===== config.mk =====
export PLATFORM = sky130hd
export DESIGN_NAME = pixel_blend_unit_top_flat
export DESIGN_NICKNAME = d
export VERILOG_FILES = /design/src/hdl/pbu_pkg.sv /design/src/hdl/pbu_if.sv /design/src/hdl/pbu_channel.sv /design/src/hdl/pixel_blend_unit_top.sv /design/src/flat_wrapper.sv
export SDC_FILE = /design/constraint.sdc
export NUM_CORES = 2
export LEC_CHECK = 0
export BUFFER_PORTS_ARGS = -buffer_cell sky130_fd_sc_hd__buf_2
export CORE_ASPECT_RATIO = 1.25
export CORE_MARGIN = 2
export CORE_UTILIZATION = 58
export DETAILED_ROUTE_END_ITERATION = 12
export PLACE_DENSITY = 0.81
export REMOVE_ABC_BUFFERS = 1
export SLEW_MARGIN = 20
export SYNTH_ARGS = -nofsm -noshare
export SYNTH_HDL_FRONTEND = slang
export SYNTH_SLANG_ARGS = --single-unit

===== constraint.sdc =====
create_clock -name clk -period 5.2 [get_ports clk]
set_input_delay 0.52 -clock clk [delete_from_list [all_inputs] [get_ports clk]]
set_output_delay 0.52 -clock clk [all_outputs]
set_load 0.02 [all_outputs]

===== src/hdl/pbu_pkg.sv =====
`timescale 1ns / 1ps
`default_nettype none

package pbu_pkg;

	localparam int unsigned CHAN_W  = 8;
	localparam int unsigned PROD_W  = 2 * CHAN_W;
	localparam int unsigned MODE_W  = 3;
	localparam int unsigned PICK_W  = 3;

	localparam logic [CHAN_W-1:0] FULL = 8'd255;

	localparam logic [MODE_W-1:0] MODE_NONE     = 3'd0;
	localparam logic [MODE_W-1:0] MODE_MASK     = 3'd1;
	localparam logic [MODE_W-1:0] MODE_ALPHA    = 3'd2;
	localparam logic [MODE_W-1:0] MODE_ADD      = 3'd3;
	localparam logic [MODE_W-1:0] MODE_SUBTRACT = 3'd4;
	localparam logic [MODE_W-1:0] MODE_MULTIPLY = 3'd5;

	localparam logic [0:0] REG_BLEND_MODE   = 1'd0;
	localparam logic [0:0] REG_GLOBAL_ALPHA = 1'd1;

	localparam logic [PICK_W-1:0] PICK_DST  = 3'd0;
	localparam logic [PICK_W-1:0] PICK_SRC  = 3'd1;
	localparam logic [PICK_W-1:0] PICK_LERP = 3'd2;
	localparam logic [PICK_W-1:0] PICK_ADD  = 3'd3;
	localparam logic [PICK_W-1:0] PICK_SUB  = 3'd4;
	localparam logic [PICK_W-1:0] PICK_MUL  = 3'd5;

	typedef struct packed {
		logic [CHAN_W-1:0] red;
		logic [CHAN_W-1:0] green;
		logic [CHAN_W-1:0] blue;
		logic [CHAN_W-1:0] alpha;
	} pix_t;

	typedef struct packed {
		logic              en_s3;
		logic              en_s4;
		logic              en_s5;
		logic              en_s6;
		logic [PICK_W-1:0] pick_s5;
	} chan_ctl_t;

	// exact floor(x / 255) for x <= 255 * 255
	function automatic logic [CHAN_W-1:0] div255(input logic [PROD_W-1:0] x);
		logic [PROD_W:0] t;
		t = {1'b0, x} + {{PROD_W{1'b0}}, 1'b1} + {{(CHAN_W + 1){1'b0}}, x[PROD_W-1:CHAN_W]};
		return t[PROD_W-1:CHAN_W];
	endfunction

endpackage

`default_nettype wire


===== src/hdl/pbu_if.sv =====
`timescale 1ns / 1ps
`default_nettype none

interface pbu_pix_in_if;
	logic       valid;
	logic       ready;
	logic [7:0] src_red;
	logic [7:0] src_green;
	logic [7:0] src_blue;
	logic [7:0] src_alpha;
	logic [7:0] dst_red;
	logic [7:0] dst_green;
	logic [7:0] dst_blue;
	logic [7:0] dst_alpha;

	modport source (
		output valid, src_red, src_green, src_blue, src_alpha,
		       dst_red, dst_green, dst_blue, dst_alpha,
		input  ready
	);
	modport sink (
		input  valid, src_red, src_green, src_blue, src_alpha,
		       dst_red, dst_green, dst_blue, dst_alpha,
		output ready
	);
endinterface

interface pbu_pix_out_if;
	logic       valid;
	logic       ready;
	logic [7:0] out_red;
	logic [7:0] out_green;
	logic [7:0] out_blue;
	logic [7:0] out_alpha;

	modport source (
		output valid, out_red, out_green, out_blue, out_alpha,
		input  ready
	);
	modport sink (
		input  valid, out_red, out_green, out_blue, out_alpha,
		output ready
	);
endinterface

`default_nettype wire


===== src/hdl/pbu_channel.sv =====
`timescale 1ns / 1ps
`default_nettype none

module pbu_channel (
	input  wire logic                       clk,
	input  wire pbu_pkg::chan_ctl_t         ctl,
	input  wire logic [pbu_pkg::CHAN_W-1:0] src,
	input  wire logic [pbu_pkg::CHAN_W-1:0] dst,
	input  wire logic [pbu_pkg::CHAN_W-1:0] beta,
	output logic      [pbu_pkg::CHAN_W-1:0] res
);

	localparam int unsigned CW = pbu_pkg::CHAN_W;
	localparam int unsigned PW = pbu_pkg::PROD_W;

	logic [PW-1:0] sb_s3, dn_s3;
	logic [CW-1:0] s_s3, d_s3;
	logic [CW-1:0] t_s4, s_s4, d_s4;
	logic [PW-1:0] lsum_s4;
	logic [CW-1:0] lerp_s5, add_s5, sub_s5, s_s5, d_s5;
	logic [PW-1:0] mp_s5;
	logic [CW-1:0] res_s6;

	logic [CW:0]   add_sum;
	logic [PW:0]   lsum_full;

	always_ff @(posedge clk) begin
		if (ctl.en_s3) begin
			sb_s3 <= src * beta;
			dn_s3 <= dst * (pbu_pkg::FULL - beta);
			s_s3  <= src;
			d_s3  <= dst;
		end
	end

	assign lsum_full = {1'b0, sb_s3} + {1'b0, dn_s3};

	always_ff @(posedge clk) begin
		if (ctl.en_s4) begin
			t_s4    <= pbu_pkg::div255(sb_s3);
			lsum_s4 <= lsum_full[PW-1:0];
			s_s4    <= s_s3;
			d_s4    <= d_s3;
		end
	end

	assign add_sum = {1'b0, d_s4} + {1'b0, t_s4};

	always_ff @(posedge clk) begin
		if (ctl.en_s5) begin
			lerp_s5 <= pbu_pkg::div255(lsum_s4);
			mp_s5   <= d_s4 * t_s4;
			add_s5  <= add_sum[CW] ? pbu_pkg::FULL : add_sum[CW-1:0];
			sub_s5  <= (t_s4 > d_s4) ? '0 : d_s4 - t_s4;
			s_s5    <= s_s4;
			d_s5    <= d_s4;
		end
	end

	always_ff @(posedge clk) begin
		if (ctl.en_s6) begin
			case (ctl.pick_s5)
				pbu_pkg::PICK_SRC:  res_s6 <= s_s5;
				pbu_pkg::PICK_LERP: res_s6 <= lerp_s5;
				pbu_pkg::PICK_ADD:  res_s6 <= add_s5;
				pbu_pkg::PICK_SUB:  res_s6 <= sub_s5;
				pbu_pkg::PICK_MUL:  res_s6 <= pbu_pkg::div255(mp_s5);
				default:            res_s6 <= d_s5;
			endcase
		end
	end

	assign res = res_s6;

endmodule

`default_nettype wire


===== src/hdl/pixel_blend_unit_top.sv =====
`timescale 1ns / 1ps
`default_nettype none

// Throughput: one pixel per clock while the result side is ready;
// each of the six stages holds its own valid bit, so a stall only
// backs up stages that are occupied.
// Reset: arst_n clears all valid bits, blend_mode to alpha (2) and
// global_alpha to 255; datapath registers are not reset.
module pixel_blend_unit_top (
	input  wire logic        clk,
	input  wire logic        arst_n,
	input  wire logic        cfg_we,
	input  wire logic [0:0]  cfg_index,
	input  wire logic [7:0]  cfg_wdata,
	pbu_pix_in_if.sink       pixel,
	pbu_pix_out_if.source    result
);

	localparam int unsigned CW = pbu_pkg::CHAN_W;
	localparam int unsigned PW = pbu_pkg::PROD_W;
	localparam int unsigned NS = 6;

	logic [pbu_pkg::MODE_W-1:0] blend_mode_q;
	logic [CW-1:0]              global_alpha_q;

	logic [NS:1] v;
	logic [NS:1] en;

	pbu_pkg::pix_t              src_s1, dst_s1, src_s2, dst_s2;
	logic [pbu_pkg::MODE_W-1:0] mode_s1, mode_s2;
	logic [PW-1:0]              pa_s1;
	logic [CW-1:0]              beta_s2;
	logic [pbu_pkg::PICK_W-1:0] pick_s3, pick_s4, pick_s5;
	logic [CW-1:0]              alpha_s3, alpha_s4, alpha_s5, alpha_s6;
	logic [pbu_pkg::PICK_W-1:0] pick_c;
	logic [CW-1:0]              alpha_c;
	pbu_pkg::chan_ctl_t         ctl;

	always_ff @(posedge clk or negedge arst_n) begin
		if (!arst_n) begin
			blend_mode_q   <= pbu_pkg::MODE_ALPHA;
			global_alpha_q <= pbu_pkg::FULL;
		end else if (cfg_we) begin
			case (cfg_index)
				pbu_pkg::REG_BLEND_MODE:   blend_mode_q   <= cfg_wdata[pbu_pkg::MODE_W-1:0];
				pbu_pkg::REG_GLOBAL_ALPHA: global_alpha_q <= cfg_wdata;
				default: ;
			endcase
		end
	end

	// stage enables: a stage moves when empty or when the next one moves
	always_comb begin
		en[NS] = !v[NS] || result.ready;
		for (int k = NS - 1; k >= 1; k--) begin
			en[k] = !v[k] || en[k+1];
		end
	end

	assign pixel.ready = en[1];

	always_ff @(posedge clk or negedge arst_n) begin
		if (!arst_n) begin
			v <= '0;
		end else begin
			if (en[1]) v[1] <= pixel.valid;
			for (int k = 2; k <= NS; k++) begin
				if (en[k]) v[k] <= v[k-1];
			end
		end
	end

	always_ff @(posedge clk) begin
		if (en[1]) begin
			src_s1  <= '{pixel.src_red, pixel.src_green, pixel.src_blue, pixel.src_alpha};
			dst_s1  <= '{pixel.dst_red, pixel.dst_green, pixel.dst_blue, pixel.dst_alpha};
			mode_s1 <= blend_mode_q;
			pa_s1   <= pixel.src_alpha * global_alpha_q;
		end
	end

	always_ff @(posedge clk) begin
		if (en[2]) begin
			src_s2  <= src_s1;
			dst_s2  <= dst_s1;
			mode_s2 <= mode_s1;
			beta_s2 <= pbu_pkg::div255(pa_s1);
		end
	end

	always_comb begin
		pick_c  = pbu_pkg::PICK_DST;
		alpha_c = dst_s2.alpha;
		case (mode_s2)
			pbu_pkg::MODE_NONE: begin
				pick_c  = pbu_pkg::PICK_SRC;
				alpha_c = beta_s2;
			end
			pbu_pkg::MODE_MASK: begin
				alpha_c = src_s2.alpha;
			end
			pbu_pkg::MODE_ALPHA: begin
				if (beta_s2 == '0) begin
					pick_c = pbu_pkg::PICK_DST;
				end else if (beta_s2 == pbu_pkg::FULL || dst_s2.alpha == '0) begin
					pick_c  = pbu_pkg::PICK_SRC;
					alpha_c = beta_s2;
				end else begin
					pick_c  = pbu_pkg::PICK_LERP;
					alpha_c = (dst_s2.alpha < beta_s2) ? beta_s2 : dst_s2.alpha;
				end
			end
			pbu_pkg::MODE_ADD:      pick_c = pbu_pkg::PICK_ADD;
			pbu_pkg::MODE_SUBTRACT: pick_c = pbu_pkg::PICK_SUB;
			pbu_pkg::MODE_MULTIPLY: pick_c = pbu_pkg::PICK_MUL;
			default:                pick_c = pbu_pkg::PICK_DST;
		endcase
	end

	always_ff @(posedge clk) begin
		if (en[3]) begin
			pick_s3  <= pick_c;
			alpha_s3 <= alpha_c;
		end
		if (en[4]) begin
			pick_s4  <= pick_s3;
			alpha_s4 <= alpha_s3;
		end
		if (en[5]) begin
			pick_s5  <= pick_s4;
			alpha_s5 <= alpha_s4;
		end
		if (en[6]) begin
			alpha_s6 <= alpha_s5;
		end
	end

	assign ctl = '{en_s3: en[3], en_s4: en[4], en_s5: en[5], en_s6: en[6], pick_s5: pick_s5};

	pbu_channel u_red (
		.clk  (clk),
		.ctl  (ctl),
		.src  (src_s2.red),
		.dst  (dst_s2.red),
		.beta (beta_s2),
		.res  (result.out_red)
	);

	pbu_channel u_green (
		.clk  (clk),
		.ctl  (ctl),
		.src  (src_s2.green),
		.dst  (dst_s2.green),
		.beta (beta_s2),
		.res  (result.out_green)
	);

	pbu_channel u_blue (
		.clk  (clk),
		.ctl  (ctl),
		.src  (src_s2.blue),
		.dst  (dst_s2.blue),
		.beta (beta_s2),
		.res  (result.out_blue)
	);

	assign result.valid     = v[NS];
	assign result.out_alpha = alpha_s6;

	a_ready_chain: assert property (@(posedge clk) disable iff (!arst_n)
		result.ready |-> pixel.ready)
		else $error("ready chain broken");

	a_enter: assert property (@(posedge clk) disable iff (!arst_n)
		(pixel.valid && pixel.ready) |=> v[1])
		else $error("accepted request not in first stage");

	a_stall_hold: assert property (@(posedge clk) disable iff (!arst_n)
		(v[NS] && !result.ready && v[NS-1]) |=> (v[NS-1] && $stable(pick_s5)))
		else $error("stalled stage lost its item");

	a_beta_bound: assert property (@(posedge clk) disable iff (!arst_n)
		v[2] |-> (beta_s2 <= src_s2.alpha))
		else $error("effective alpha exceeds source alpha");

endmodule

`default_nettype wire

===== src/flat_wrapper.sv =====
// flat-port wrapper written by rule: the top's interface ports become plain ports
module pixel_blend_unit_top_flat 
  (clk, arst_n, cfg_we, cfg_index, cfg_wdata, pixel_valid, pixel_src_red, pixel_src_green, pixel_src_blue, pixel_src_alpha, pixel_dst_red, pixel_dst_green, pixel_dst_blue, pixel_dst_alpha, pixel_ready, result_valid, result_out_red, result_out_green, result_out_blue, result_out_alpha, result_ready);
  pbu_pix_in_if pixel_i ();
  pbu_pix_out_if result_i ();
  input  wire logic clk;
  input  wire logic arst_n;
  input  wire logic cfg_we;
  input  wire logic [0:0] cfg_index;
  input  wire logic [7:0] cfg_wdata;
  input wire logic [$bits(pixel_i.valid)-1:0] pixel_valid;
  input wire logic [$bits(pixel_i.src_red)-1:0] pixel_src_red;
  input wire logic [$bits(pixel_i.src_green)-1:0] pixel_src_green;
  input wire logic [$bits(pixel_i.src_blue)-1:0] pixel_src_blue;
  input wire logic [$bits(pixel_i.src_alpha)-1:0] pixel_src_alpha;
  input wire logic [$bits(pixel_i.dst_red)-1:0] pixel_dst_red;
  input wire logic [$bits(pixel_i.dst_green)-1:0] pixel_dst_green;
  input wire logic [$bits(pixel_i.dst_blue)-1:0] pixel_dst_blue;
  input wire logic [$bits(pixel_i.dst_alpha)-1:0] pixel_dst_alpha;
  output wire logic [$bits(pixel_i.ready)-1:0] pixel_ready;
  output wire logic [$bits(result_i.valid)-1:0] result_valid;
  output wire logic [$bits(result_i.out_red)-1:0] result_out_red;
  output wire logic [$bits(result_i.out_green)-1:0] result_out_green;
  output wire logic [$bits(result_i.out_blue)-1:0] result_out_blue;
  output wire logic [$bits(result_i.out_alpha)-1:0] result_out_alpha;
  input wire logic [$bits(result_i.ready)-1:0] result_ready;
  assign pixel_i.valid = pixel_valid;
  assign pixel_i.src_red = pixel_src_red;
  assign pixel_i.src_green = pixel_src_green;
  assign pixel_i.src_blue = pixel_src_blue;
  assign pixel_i.src_alpha = pixel_src_alpha;
  assign pixel_i.dst_red = pixel_dst_red;
  assign pixel_i.dst_green = pixel_dst_green;
  assign pixel_i.dst_blue = pixel_dst_blue;
  assign pixel_i.dst_alpha = pixel_dst_alpha;
  assign pixel_ready = pixel_i.ready;
  assign result_valid = result_i.valid;
  assign result_out_red = result_i.out_red;
  assign result_out_green = result_i.out_green;
  assign result_out_blue = result_i.out_blue;
  assign result_out_alpha = result_i.out_alpha;
  assign result_i.ready = result_ready;
  pixel_blend_unit_top u_core (.clk(clk), .arst_n(arst_n), .cfg_we(cfg_we), .cfg_index(cfg_index), .cfg_wdata(cfg_wdata), .pixel(pixel_i), .result(result_i));
endmodule

==> key figures <==
Run status
  – Outcome: finished, final reports clean

Floorplanning
  – Die width: 265 um
  – Die span in y: 330 um
  – Starting density of the core: 0.586
  – Core Rows: about 120
  – Die area: 87600 um^2
  – Core area: about 84000 um^2
  – Top Ports: around 110

Global routing
  – Total gr overflow: 0
  – Overall global routing resource usage: 0.243
  – First-pass GRT wire length: 169000 um
  – Initial antenna violation count: 0
  – Vias in the first global route: 33200
  – Largest net degree at the start of global routing: 85

Placement
  – DP HPWL: 78100 um
  – Port Buffers: approximately 110
  – GPL Wtd Cong: 0.905

Job
  – Max-Cap Viols: 0

Worst setup path
  – Critical path required time: between 5 and 6 ns
  – Setup CP Type: flip-flop to flip-flop
  – CP Capture Type: flip-flop
  – Critical Path Fanout Max: ~40
  – CP Data Arrival Time: 5.29 ns
  – CP startpoint kind: flip-flop

Yosys
  – Post-synth top area share: 0.398
  – Synth area leaders: edfxtp_1, fa_1, ha_1
  – Warnings from Yosys: 0
  – Ys flop type: edfxtp_1
  – Seq/Total Area, Yosys: 0.407
  – Yosys top cell by area: edfxtp_1
  – Syn Area/Cell: around 11 um^2
  – Synth async-reset ratio: 0.0253
  – Post-Syn Area: 49400 um^2
  – Post-synth EDFFs: 655
  – Register bit total from synthesis: 672
  – Synth cell types: 76
  – Synth Instances: 4316

CTS
  – TritonCTS clock tree: done
  – Clock Sinks: 672
  – Clock Pin Slew Worst Setup and Hold Paths: 0.06 ns
  – Root buffer cell: clkbuf_16
  – Worst-skew pair later-pin latency: 0.64 ns
  – Maximum buffer depth of the clock tree: 3
  – CTS H-tree lvls: 3
  – TritonCTS buffer count: 69

Cells and area
  – Filler cells: 6251
  – Area taken by multi-input logic gates: 26700 um^2
  – NumNets Final: 5451
  – Register Area: about 20000 um^2
  – Share of post-route cells with drive strength above 1: 0.0725
  – P&R area growth vs syn: 8.98%

STA
  – Hold Worst Slack: 0.0547 ns
  – Post-layout min period: 4.90 ns
  – Unrepaired setup endpoints after global routing: no
  – Post-Route Skew: just under 0.03 ns
  – Period utilisation layout: 0.943
  – Worst slew pin tran: roughly 1 ns
  – # setup viols final: 0
  – Final hold violation count: 0
  – Max Slew Vio Count: 0
  – Max Clock Freq: between 0.2 and 0.25 GHz
  – Slew HR: 0.322

Drt
  – Antenna Nets Post-Route: 0
  – Routed wire length: between 100000 and 150000 um
  – Vias: 31800
  – Detailed Routing Iterations Pass 1: 7
  – Drt wl/cell: approximately 18 um
  – Starting DRT DRC Count: 2053
  – Via density: roughly 5.7
  – # DRC: 0

Hold path
  – Worst Hold Class: input port to flip-flop
## registers in the layout (all words and copies together) (netlist names), 32 cells and up
signal and flops:
u_core.dst_s2 32, u_core.dst_s1 32, u_core.src_s2 32, u_core.src_s1 32
## final cells by class
class                      count  share of cell area
multi-input combinational   2952               0.496
clock inverter                44             0.00799
antenna                        1           0.0000465
timing repair buffer         156              0.0187
clock buffer                  81              0.0349
inverter                     620              0.0435
tap                         1089              0.0253
sequential                   672               0.373
## Yosys cell counts, drive strengths merged, types with 57 or more instances
cell,count
nor2,219
clkbuf,65
nor2b,195
ha,532
fa,370
nand2,225
a21oi,171
o21a,93
and2,321
nand2b,57
o21ai,128
xor2,59
inv,618
edfxtp,655
xnor2,159
## cell families after synthesis
group,count (synthesis),synth area share
buffers and inverters,692,0.0529
XOR/XNOR,218,0.0386
flip-flops,672,0.407
adder cells (fa/ha/maj),902,0.285
AO/OA/AOI/OAI,635,0.0862
AND/OR/NAND/NOR,1170,0.124
multiplexers,27,0.00636
## stage by stage
stage | instance area, um^2 | setup TNS [ns] | cells | setup slack [ns] | utilization
floorplan | 49100 | -88.68 | 4244 | -0.383 | -
global placement | 51500 | 0 | 5488 | 0.442 | 0.611
detailed placement | 51500 | 0 | 5488 | 0.280 | 0.611
CTS | 53800 | 0 | 5614 | 0.255 | 0.639
global route | 53800 | 0 | 5614 | 0.0789 | 0.639
finish | 53900 | 0 | 5615 | 0.298 | 0.639
## critical path, stage by stage, from the launching register on
cell and delay, ns:
edfxtp_1 0.34, buf_4 0.42, nor2b_1 0.14, fa_1 0.55, inv_1 0.05, fa_1 0.56
fa_1 0.43, fa_1 0.49, inv_1 0.04, ha_1 0.32, o21a_1 0.19, o21ai_0 0.16
a21oi_1 0.08, o21a_1 0.20, o21a_1 0.19, o41a_1 0.34, xor2_1 0.15
## routing by layer
layer	routed length [um]	up-vias	global-route usage
li1	-	15000	-
met1	41600	15700	0.298
met2	53100	904	0.434
met3	4850	218	0.0285
met4	4120	0	0.106
met5	0	-	0
## what timing repair did
item / CTS / global route
buffers inserted: 0 / 0
resized for setup: 0 / 1
hold buffers: 1 / 0
endpoints found under the hold margin: 8 / 0
endpoints found under the setup margin: 0 / 1
## cells in the final DEF (no fill, tap or decap), drive strengths merged, types with 81 or more instances in the layout
cell type	n
a21oi	171
buf	155
nor2b	195
clkbuf	81
ha	532
edfxtp	655
inv	622
o21ai	128
nor2	219
nand2	225
and2	321
xnor2	159
o21a	93
fa	370
## path summary, 6_finish.rpt
path / cells past startpoint / slack (ns) / to / start
max: 16 / 0.30 / u_core.u_blue.dn_s3[14] / u_core.beta_s2[5]
min: 1 / 0.05 / u_core.dst_s1[26] / pixel_dst_red[2]
max reg2reg: 16 / 0.30 / u_core.u_blue.dn_s3[14] / u_core.beta_s2[5]
min reg2reg: 0 / 0.40 / u_core.result.out_alpha[5] / u_core.alpha_s5[5]
max in group asynchronous: 2 / 4.53 / u_core.global_alpha_q[6] / arst_n
min in group asynchronous: 2 / 0.35 / u_core.blend_mode_q[2] / arst_n
Power is left out: the tool's default activity adds up to more than one toggle a clock period on the data nets, which glitch-free logic cannot reach.
